File: config.mk
export PLATFORM = sky130hd
export DESIGN_NAME = can_frame_slot_assigner
export DESIGN_NICKNAME = d
export VERILOG_FILES = /design/src/cfsa_pkg.sv /design/src/can_frame_slot_assigner.sv /design/src/cfsa_cell.sv
export SDC_FILE = /design/constraint.sdc
export NUM_CORES = 2
export LEC_CHECK = 0
export BUFFER_PORTS_ARGS = -buffer_cell sky130_fd_sc_hd__buf_2
export CORE_UTILIZATION = 45
export DETAILED_ROUTE_END_ITERATION = 10
export PLACE_DENSITY = 0.61
export SYNTH_ARGS = -nofsm -noshare
export SYNTH_HDL_FRONTEND = slang
export SYNTH_SLANG_ARGS = --single-unit
File: constraint.sdc
create_clock -name i_clk -period 4.9 [get_ports i_clk]
set_input_delay 1.225 -clock i_clk [delete_from_list [all_inputs] [get_ports i_clk]]
set_output_delay 1.225 -clock i_clk [all_outputs]
set_load 0.1 [all_outputs]
File: src/cfsa_pkg.sv
`default_nettype none

package cfsa_pkg;

    // Table size and field widths
    localparam int DEFAULT_SLOTS = 16;
    localparam int SLOT_FIELD_W  = 4;
    localparam int ID_W          = 16;
    localparam int BUS_W         = 2;
    localparam int DLC_W         = 5;
    localparam int IVL_W         = 16;

    // Signal rules
    localparam logic [IVL_W-1:0] DEFAULT_INTERVAL = IVL_W'(100);
    localparam logic [7:0]       MAX_BITS         = 8'd64;
    localparam int               BYTE_SHIFT       = 3;   // eight bits per byte

    // Operation codes
    localparam logic OP_CLEAR = 1'b0;
    localparam logic OP_ADD   = 1'b1;

    // Request from the upstream side
    typedef struct packed {
        logic              operation;
        logic              enabled;
        logic              extended;
        logic [ID_W-1:0]   can_id;
        logic [BUS_W-1:0]  bus;
        logic [5:0]        start_bit;
        logic [7:0]        bit_length;
        logic [IVL_W-1:0]  interval;
    } t_req;

    // Result towards the downstream side
    typedef struct packed {
        logic                     assigned;
        logic [SLOT_FIELD_W-1:0]  slot;
        logic [DLC_W-1:0]         frame_dlc;
        logic [IVL_W-1:0]         frame_interval;
    } t_rsp;

    // Token walking along the slot chain; once assigned, dlc and interval
    // carry the slot's values after the update
    typedef struct packed {
        logic                     valid;
        logic                     done;
        logic                     assigned;
        logic                     extended;
        logic [ID_W-1:0]          can_id;
        logic [BUS_W-1:0]         bus;
        logic [SLOT_FIELD_W-1:0]  slot;
        logic [DLC_W-1:0]         dlc;
        logic [IVL_W-1:0]         interval;
    } t_token;

endpackage

`default_nettype wire

File: src/can_frame_slot_assigner.sv
`default_nettype none

// Channel   Direction  Handshake                   Payload
// request   in         i_req_valid / o_req_stall   i_req (t_req)
// result    out        o_rsp_valid / i_rsp_stall   o_rsp (t_rsp)
//
// One request is in the slot chain at a time; it steps through one slot cell
// per cycle from acceptance until it reaches the pending register, and moves
// on to the output register when that is empty or not stalled.
// A new request is taken only after the previous result has moved on.
// A new request is taken while an earlier result still waits downstream.
// Reset frees every slot at once; no clearing pass is needed.
// A stalled result holds the output register and keeps the following result
// in a pending register until it can move on.

module can_frame_slot_assigner #(
    parameter int SLOTS = cfsa_pkg::DEFAULT_SLOTS
) (
    input  wire            i_clk,
    input  wire            i_rst_n,
    input  wire            i_req_valid,
    output logic           o_req_stall,
    input  cfsa_pkg::t_req i_req,
    output logic           o_rsp_valid,
    input  wire            i_rsp_stall,
    output cfsa_pkg::t_rsp o_rsp
);
    import cfsa_pkg::*;

    logic             r_busy;
    logic             r_pend_valid;
    t_rsp             r_pend;
    logic             r_out_valid;
    t_rsp             r_out;

    logic             w_accept;
    logic             w_clear;
    logic             w_ok;
    logic [7:0]       w_last_bit;
    logic [DLC_W-1:0] w_code;
    t_token           w_head;
    t_token           w_tok [SLOTS+1];
    logic [SLOTS-1:0] w_used;
    logic [SLOTS-1:0] w_tok_valid;
    t_token           w_tail;
    logic             w_move;

    assign w_accept    = i_req_valid && !r_busy;
    assign o_req_stall = r_busy;
    assign w_clear     = w_accept && (i_req.operation == OP_CLEAR);

    // Length code and validity of an add request
    assign w_last_bit = {2'b00, i_req.start_bit} + i_req.bit_length - 8'd1;
    assign w_code     = DLC_W'(w_last_bit[7:BYTE_SHIFT]) + DLC_W'(1);
    assign w_ok       = i_req.enabled && (i_req.bit_length != 8'd0)
                        && (i_req.bit_length <= MAX_BITS);

    // Build the token entering the chain
    always_comb begin
        w_head          = '0;
        w_head.valid    = w_accept;
        w_head.extended = i_req.extended;
        w_head.can_id   = i_req.can_id;
        w_head.bus      = i_req.bus;
        w_head.dlc      = w_code;
        if (i_req.interval == '0) begin
            w_head.interval = DEFAULT_INTERVAL;
        end else begin
            w_head.interval = i_req.interval;
        end
        // A clear or a rejected signal goes through already finished
        if (i_req.operation == OP_CLEAR || !w_ok) begin
            w_head.done     = 1'b1;
            w_head.dlc      = '0;
            w_head.interval = '0;
        end
    end

    assign w_tok[0] = w_head;

    // Row of slot cells
    for (genvar k = 0; k < SLOTS; k++) begin : g_cell
        cfsa_cell #(
            .INDEX (k)
        ) u_cell (
            .i_clk   (i_clk),
            .i_rst_n (i_rst_n),
            .i_clear (w_clear),
            .i_tok   (w_tok[k]),
            .o_tok   (w_tok[k+1]),
            .o_used  (w_used[k])
        );
        assign w_tok_valid[k] = w_tok[k+1].valid;
    end

    assign w_tail = w_tok[SLOTS];
    assign w_move = r_pend_valid && (!r_out_valid || !i_rsp_stall);

    // Track the request in flight
    always_ff @(posedge i_clk) begin
        if (!i_rst_n) begin
            r_busy <= 1'b0;
        end else if (w_accept) begin
            r_busy <= 1'b1;
        end else if (w_move) begin
            r_busy <= 1'b0;
        end
    end

    // Catch the token leaving the chain
    always_ff @(posedge i_clk) begin
        if (!i_rst_n) begin
            r_pend_valid <= 1'b0;
        end else if (w_tail.valid) begin
            r_pend_valid <= 1'b1;
        end else if (w_move) begin
            r_pend_valid <= 1'b0;
        end
    end

    always_ff @(posedge i_clk) begin
        if (w_tail.valid) begin
            if (w_tail.assigned) begin
                r_pend.assigned       <= 1'b1;
                r_pend.slot           <= w_tail.slot;
                r_pend.frame_dlc      <= w_tail.dlc;
                r_pend.frame_interval <= w_tail.interval;
            end else begin
                r_pend <= '0;
            end
        end
    end

    // Output register; hold while stalled
    always_ff @(posedge i_clk) begin
        if (!i_rst_n) begin
            r_out_valid <= 1'b0;
        end else if (w_move) begin
            r_out_valid <= 1'b1;
        end else if (!i_rsp_stall) begin
            r_out_valid <= 1'b0;
        end
    end

    always_ff @(posedge i_clk) begin
        if (w_move) begin
            r_out <= r_pend;
        end
    end

    assign o_rsp_valid = r_out_valid;
    assign o_rsp       = r_out;

    // At most one request walks the chain
    a_one_token: assert property (@(posedge i_clk) disable iff (!i_rst_n)
        $countones(w_tok_valid) <= 1)
        else $error("more than one token in the slot chain");

    // Used slots always form a run from slot zero
    a_used_prefix: assert property (@(posedge i_clk) disable iff (!i_rst_n)
        $onehot({1'b0, w_used} + {{SLOTS{1'b0}}, 1'b1}))
        else $error("free slot below a used slot");

    // A token leaving the chain never finds the pending register full
    a_no_overrun: assert property (@(posedge i_clk) disable iff (!i_rst_n)
        w_tail.valid |-> !r_pend_valid)
        else $error("pending result overwritten");

    // Tokens and pending results belong to a request in flight
    a_busy_cover: assert property (@(posedge i_clk) disable iff (!i_rst_n)
        (r_pend_valid || ($countones(w_tok_valid) != 0)) |-> r_busy)
        else $error("work in flight while idle");

    // Every accepted request reaches the pending register after the chain
    a_latency: assert property (@(posedge i_clk) disable iff (!i_rst_n)
        w_accept |=> ##(SLOTS-1) w_tail.valid)
        else $error("token lost in the slot chain");

endmodule

`default_nettype wire

File: src/cfsa_cell.sv
`default_nettype none

module cfsa_cell #(
    parameter int INDEX = 0
) (
    input  wire              i_clk,
    input  wire              i_rst_n,
    input  wire              i_clear,
    input  cfsa_pkg::t_token i_tok,
    output cfsa_pkg::t_token o_tok,
    output logic             o_used
);
    import cfsa_pkg::*;

    logic [DLC_W-1:0] r_len, n_len;
    logic [ID_W-1:0]  r_ident, n_ident;
    logic             r_ext, n_ext;
    logic [BUS_W-1:0] r_bus, n_bus;
    logic [IVL_W-1:0] r_period, n_period;
    t_token           r_tok, n_tok;

    logic w_used;
    logic w_match;

    assign w_used  = (r_len != '0);
    assign w_match = w_used && (r_ext == i_tok.extended) && (r_ident == i_tok.can_id)
                     && (r_bus == i_tok.bus);

    // Claim a free slot or merge into a matching one, else pass the token on
    always_comb begin
        n_len    = r_len;
        n_ident  = r_ident;
        n_ext    = r_ext;
        n_bus    = r_bus;
        n_period = r_period;
        n_tok    = i_tok;
        if (i_tok.valid && !i_tok.done) begin
            if (!w_used) begin
                n_len          = i_tok.dlc;
                n_ident        = i_tok.can_id;
                n_ext          = i_tok.extended;
                n_bus          = i_tok.bus;
                n_period       = i_tok.interval;
                n_tok.done     = 1'b1;
                n_tok.assigned = 1'b1;
                n_tok.slot     = SLOT_FIELD_W'(INDEX);
            end else if (w_match) begin
                if (r_len > i_tok.dlc) begin
                    n_len = r_len;
                end else begin
                    n_len = i_tok.dlc;
                end
                if (r_period > i_tok.interval) begin
                    n_period = i_tok.interval;
                end else begin
                    n_period = r_period;
                end
                n_tok.done     = 1'b1;
                n_tok.assigned = 1'b1;
                n_tok.slot     = SLOT_FIELD_W'(INDEX);
                n_tok.dlc      = n_len;
                n_tok.interval = n_period;
            end
        end
    end

    // Slot state; a clear frees the slot
    always_ff @(posedge i_clk) begin
        if (!i_rst_n || i_clear) begin
            r_len   <= '0;
            r_ident <= '0;
            r_ext   <= 1'b0;
            r_bus   <= '0;
        end else begin
            r_len   <= n_len;
            r_ident <= n_ident;
            r_ext   <= n_ext;
            r_bus   <= n_bus;
        end
    end

    // Interval is only read for a used slot
    always_ff @(posedge i_clk) begin
        r_period <= n_period;
    end

    // Hand the token to the next cell
    always_ff @(posedge i_clk) begin
        if (!i_rst_n) begin
            r_tok <= '0;
        end else begin
            r_tok <= n_tok;
        end
    end

    assign o_tok  = r_tok;
    assign o_used = w_used;

endmodule

`default_nettype wire
Yosys cells after proc, flatten, opt, wreduce, memory -nomap -nowiden
Cells that the tools add are included.
Operators by class
  eq/ne operators: 65
  bitwise logic cells: 17
  add/subtract/negate cells: 3
  order comparisons: 33
  reduce and logical (&&, ||, !) cells: 147
  multiplexer cells: 216
Operators by type and width (number)
  16-bit two-way mux: 49
  25-bit two-way mux: 30
  21-bit two-way mux: 19
  16-bit equality test: 16
  16-bit > comparator: 16
  5-bit two-way mux: 48
  2-bit two-way mux: 45
  5-bit > comparator: 16
  5-bit nonzero test: 16
  1-bit logical AND: 69
  2-bit AND reduction: 33
  4-bit two-way mux: 15
  2-bit equality test: 16
  2-bit inequality test, second input constant: 16
  26-bit two-way mux: 1
  1-bit zero test: 21
  1-bit inverter: 17
  1-bit equality test: 16
  16-bit zero test: 1
  1-bit two-way mux: 9
  6-bit by 8-bit adder with 8-bit output: 1
  8-bit by 7-bit <= comparator with 1-bit output, second input constant: 1
  8-bit nonzero test: 1
  8-bit by 1-bit subtractor with 8-bit output, second input constant: 1
  other kinds (5): 8
Storage, ports and cells
  output and inout bits: 28
  register bits: 1427
  input bits: 55

Depth between registers and ports, before layout
  word-level depth: 11
  gate-level depth with buffers: 21

Cells and area by module
A second synthesis with hierarchy kept.
Second synthesis, totals
  cells, all modules: 6524
  area total of the unflattened synthesis: 65187.5 sq um
Modules (own cells, without submodules)
  cfsa_cell (g_cell[3].u_cell ...): cells an instance 400, instances 4, sequential area each 1901.8 sq um, area an instance 3916.3 sq um
  cfsa_cell (g_cell[11].u_cell ...): cells an instance 391, instances 3, sequential area each 1901.8 sq um, area an instance 3936.3 sq um
  cfsa_cell (g_cell[1].u_cell ...): cells an instance 369, instances 2, sequential area each 1901.8 sq um, area an instance 3921.3 sq um
  cfsa_cell (g_cell[4].u_cell ...): cells an instance 399, instances 2, sequential area each 1901.8 sq um, area an instance 3913.8 sq um
  cfsa_cell (g_cell[10].u_cell ...): cells an instance 412, instances 2, sequential area each 1901.8 sq um, area an instance 3883.7 sq um
  cfsa_cell (g_cell[15].u_cell): cells an instance 390, instances 1, sequential area each 1901.8 sq um, area an instance 3936.3 sq um
  cfsa_cell (g_cell[7].u_cell): cells an instance 391, instances 1, sequential area each 1901.8 sq um, area an instance 3920.0 sq um
  cfsa_cell (g_cell[0].u_cell): cells an instance 412, instances 1, sequential area each 1901.8 sq um, area an instance 3849.9 sq um
  can_frame_slot_assigner: cells an instance 198, instances 1, sequential area each 1621.6 sq um, area an instance 2570.0 sq um

Worst setup path after synthesis
Ideal clock, no wire load.
  kind: input port to flip-flop
  from: input i_req[17] (netlist name)
  to: register g_cell[0].u_cell.r_tok, in the netlist g_cell[0].u_cell.o_tok[12]
  arrival time: 4.514 ns
  cell stages on the path: 15
  data required time: 4.828 ns
  path slack: 0.314 ns
  path buffers: 3
  setup time: 0.072 ns
  cells stage by stage: nor4_2 > a31oi_1 > a311oi_2 > clkbuf_1 > and2_1 > inv_1 > ha_1 > nand4_1 > or4_1 > o2111ai_1 > o21ai_1 > nand2b_1 > buf_2 > buf_6 > mux2i_1
On the way
  cells in the longest elaborated chain, start to end: 11
  elaborated cells on any way between the ends: 15
  classes of those cells: order compare (2); mux (6); reduce/logical (7)
Ends and longest elaborated chain
  start: declaration: RTL line can_frame_slot_assigner.sv:23  | input cfsa_pkg::t_req i_req,
  branches (longest 2 deep; another with 8-bit by 7-bit <= comparator with 1-bit output)
  1-bit logical AND *: RTL line can_frame_slot_assigner.sv:56  | && (i_req.bit_length <= MAX_BITS);
  1-bit zero test *: RTL line can_frame_slot_assigner.sv:72  | if (i_req.operation == OP_CLEAR || !w_ok) begin
  1-bit logical OR *: RTL line can_frame_slot_assigner.sv:72
  21-bit two-way mux: RTL line can_frame_slot_assigner.sv:72
  16-bit > comparator: RTL line cfsa_cell.sv:53  | if (r_period > i_tok.interval) begin
  16-bit two-way mux: RTL line cfsa_cell.sv:53
  21-bit two-way mux: RTL line cfsa_cell.sv:47  | end else if (w_match) begin
  21-bit two-way mux: RTL line cfsa_cell.sv:38  | if (!w_used) begin
  21-bit two-way mux *: RTL line cfsa_cell.sv:37  | if (i_tok.valid && !i_tok.done) begin
  end signal: assignment: RTL line cfsa_cell.sv:92  | r_tok <= n_tok;
  end: declaration: RTL line cfsa_cell.sv:20  | t_token r_tok, n_tok;
Every way passes the cells marked *.
A chain may end at the register's enable or synchronous reset.

Worst setup path after layout
  from: input i_req[18] (netlist name)
  to: register g_cell[0].u_cell.r_tok, in the netlist g_cell[0].u_cell.o_tok[17]
On the way
  cells in the longest elaborated chain, start to end: 11
  elaborated cells on any way between the ends: 18
  classes of those cells: add/sub (3); order compare (2); mux (6); reduce/logical (7)
Ends and longest elaborated chain (RTL line)
  branches (longest 10 deep; another with 6-bit by 8-bit adder with 8-bit output)
  21-bit two-way mux *: cfsa_cell.sv:37
Marked as above.

==> reports/metrics.yaml <==
synth_xor_area_share_pct: 4.36
ff2ff_setup_slack_ns: 1.37
synth_edf_count: 308
grt_overflow_total: 0
synth_area_leaders: "dfxtp_1, edfxtp_1, mux2i_1"
p_sw_share_pct: 21.2
hp-class: "reg2reg"
num_vias: 42000
synthCells: 6270
p_leak_nw: 26.3
clockBufferDepth: 3
r2r-start: "g_cell[10].u_cell.r_period[2]$_DFFE_PP_"
clk_pin_slew_ns: 0.06
final_cell_mix: "dfxtp_1, nor2_1, nand2_1"
ys_seq_elements: 1412
layout_commonest_cell: "dfxtp_1"
antenna_found_initial: 0
yosys.area.top_type: "dfxtp_1"
via_per_inst: 5.10
top_level_ports: 83
die_w_um: 373
power.switching_w: 0.00512
gr-usage-all-layers_pct: 18.1
cts_tree: "yes"
tightest_slew_ns: 1.18
grt_pass1_vias: 41700
vdd_drop_max_uv: 300
grt_max_degree: 228
synth_ff_type: "dfxtp_1"
holdBufCountCts: 0
utilization_pct: 51.1
r2r_cells: 8
grt_setup_unrepaired: "false"
nFillCells: 12200
synth_seq_area_share_pct: 50.6
coreArea_um2: 136000
crit_path_max_fanout: 5
fmax_mhz: 231
skew_ns: 0.0280
gp_congestion: 0.840
cts_sinks: 1412
critical_path_arrival_ns: 4.94
p_int_w: 0.0190
die_h_um: 373
hold_start: "g_cell[5].u_cell.o_tok[21]$_SDFF_PN0_"
drt_iter0_drc: 1988
htreeDepth: 4
async_reset_ff_share_pct: 0
numCtsBuffers: 152
cts_setup_buffers: 0
hold_path_depth: 2
min_period_ns: 4.33
drive_gt1_share_pct: 7.79
wl_per_cell_um: 15.4
diodes: 0
dp_hpwl_um: 89000
yosysTopAreaCellShare_pct: 35.7
synthAdderAreaFrac_pct: 7.07
wl_met3_um: 3610
highest_layer: "met4"
syn_avg_cell_area_um2: 9.88
met2_length_um: 63900
clockRootBuffer: "clkbuf_16"
dr.pass1.iters: 5
ant_nets: 0
synth_cell_types: 86
startpoint: "i_req[18]"
slew_headroom_pct: 19.4
drv_slew: 0
p_seq_share_pct: 49.5
synth_compound_area_share_pct: 7.84
critPathLaunchType: "primary input"
setup_violations: 0
cellPowerDensity_nw_per_um2: 347
finalCritPeriodShare_pct: 88.3
post_cts_resized: 0
final.setup.worst_slack_ns: 0.573
dp_slack_ns: -0.163
clk_latency_ns: 0.77
drc: 0
status: "finished, final reports clean"
combinationalPowerShare_pct: 2.3
ys_warn_count: 0
num_rows: 135
wl_met1_um: 55200
end_kind: "flop"
synthSimpleGateAreaFrac_pct: 16.7
drv_cap: 0
synthMuxAreaShare_pct: 9.38
synthToLayoutAreaGrowth_pct: 12.1
wirelength_um: 127000
cp.required_ns: 5.51
grt_first_pass_wirelength_um: 210000
synth_nets: 6675
io_buffers: 82
finalHoldViolCount: 0
final_nets: 6726
die-area_um2: 139000
synth_top_family_by_area: "simple AND/OR/NAND/NOR gates"
start_util_pct: 45.6
synth_area_um2: 61900
clock_power_share_pct: 48.2
crit_type: "in2reg"
state kept, by name, summed over array words and instances, names as in the netlist:
register,count
g_cell.u_cell.o_tok,717
g_cell.u_cell.r_ident,256
g_cell.u_cell.r_period,256
g_cell.u_cell.r_len,80
g_cell.u_cell.r_bus,32
o_rsp,26
r_pend,26
g_cell.u_cell.r_ext,16
o_req_stall,1
o_rsp_valid,1
r_pend_valid,1
kinds of logic after synthesis:
kind of cell,after synthesis
AO/OA/AOI/OAI,829
flip-flops,1412
AND/OR/NAND/NOR,2154
buffers and inverters,642
XOR/XNOR,308
adder cells (fa/ha/maj),350
multiplexers,575
final timing paths:
| path | endpoint |
|---|---|
| max reg2reg | g_cell[10].u_cell.o_tok[9]$_SDFF_PN0_ |
| max | g_cell[0].u_cell.o_tok[17]$_SDFF_PN0_ |
| min reg2reg | g_cell[6].u_cell.o_tok[21]$_SDFF_PN0_ |
| min | g_cell[6].u_cell.o_tok[21]$_SDFF_PN0_ |
layout make-up:
type / count / area [µm²] / share of cell area, %
Sequential cell: 1412 / 31400 / 45.2
Multi-Input combinational cell: 4216 / 28200 / 40.6
Clock buffer: 224 / 4490 / 6.47
Tap cell: 1781 / 2230 / 3.21
Inverter: 385 / 1450 / 2.09
Timing Repair Buffer: 154 / 1060 / 1.53
Clock inverter: 56 / 686 / 0.988
per-layer routing:
layer  track usage, %  vias to the layer above
met5                0                        -
met4             6.87                        0
met3             2.72                      256
met2             32.9                      589
met1             21.4                    19600
li1                 -                    21600
synth_stat cells, types with 45 or more instances:
cell type  number
and2_1        356
mux2_2         45
inv_1         384
o21ai_0       278
o21ai_1        99
nor4_1         81
ha_1          350
nand3_1       138
xor2_1        133
clkbuf_1      196
nand4_1       107
nor2_1        699
a21oi_1       204
xnor2_1       175
edfxtp_1      308
dfxtp_1      1104
nand2_1       560
o31ai_1        58
mux2i_1       530
power groups by stage:
stage / Clock (W) / Combinational [W] / Sequential (W)
3_3_place_gp: 0 / 0.000556 / 0.0122
2_1_floorplan: 0 / 0.000386 / 0.0122
6_report: 0.0116 / 0.000556 / 0.0119
5_1_grt: 0.0125 / 0.000621 / 0.0119
4_1_cts: 0.0119 / 0.000564 / 0.0119
3_5_place_dp: 0 / 0.000562 / 0.0122
worst max-delay path, cell delays in order:
cell and delay [ns]:
buf_2 0.10, inv_1 0.04, ha_1 0.27, inv_1 0.04
ha_1 0.30, a31oi_1 0.22, nor2b_1 0.08, nor2_1 0.12
xnor2_1 0.13, ha_1 0.16, inv_1 0.06, nor4_1 0.36
xnor2_1 0.24, nand2_1 0.10, ha_1 0.30, mux2i_1 0.13
a21o_1 0.20, nand2b_1 0.24, nor3_1 0.37, or2_2 0.18
a21oi_1 0.05
per-stage QoR:
step	instance area (µm²)	TNS, ns	total power [W]	hold WS (ns)	cells
finish	69400	0	0.0241	0.407	8228
global placement	64300	-0.0219	0.0127	0.402	7948
detailed placement	64300	-0.357	0.0128	0.404	7948
floorplan	61900	0	0.0126	0.395	6270
global route	69400	0	0.0250	0.420	8228
CTS	69400	0	0.0244	0.408	8228
Power figures use the tool's default switching activity.
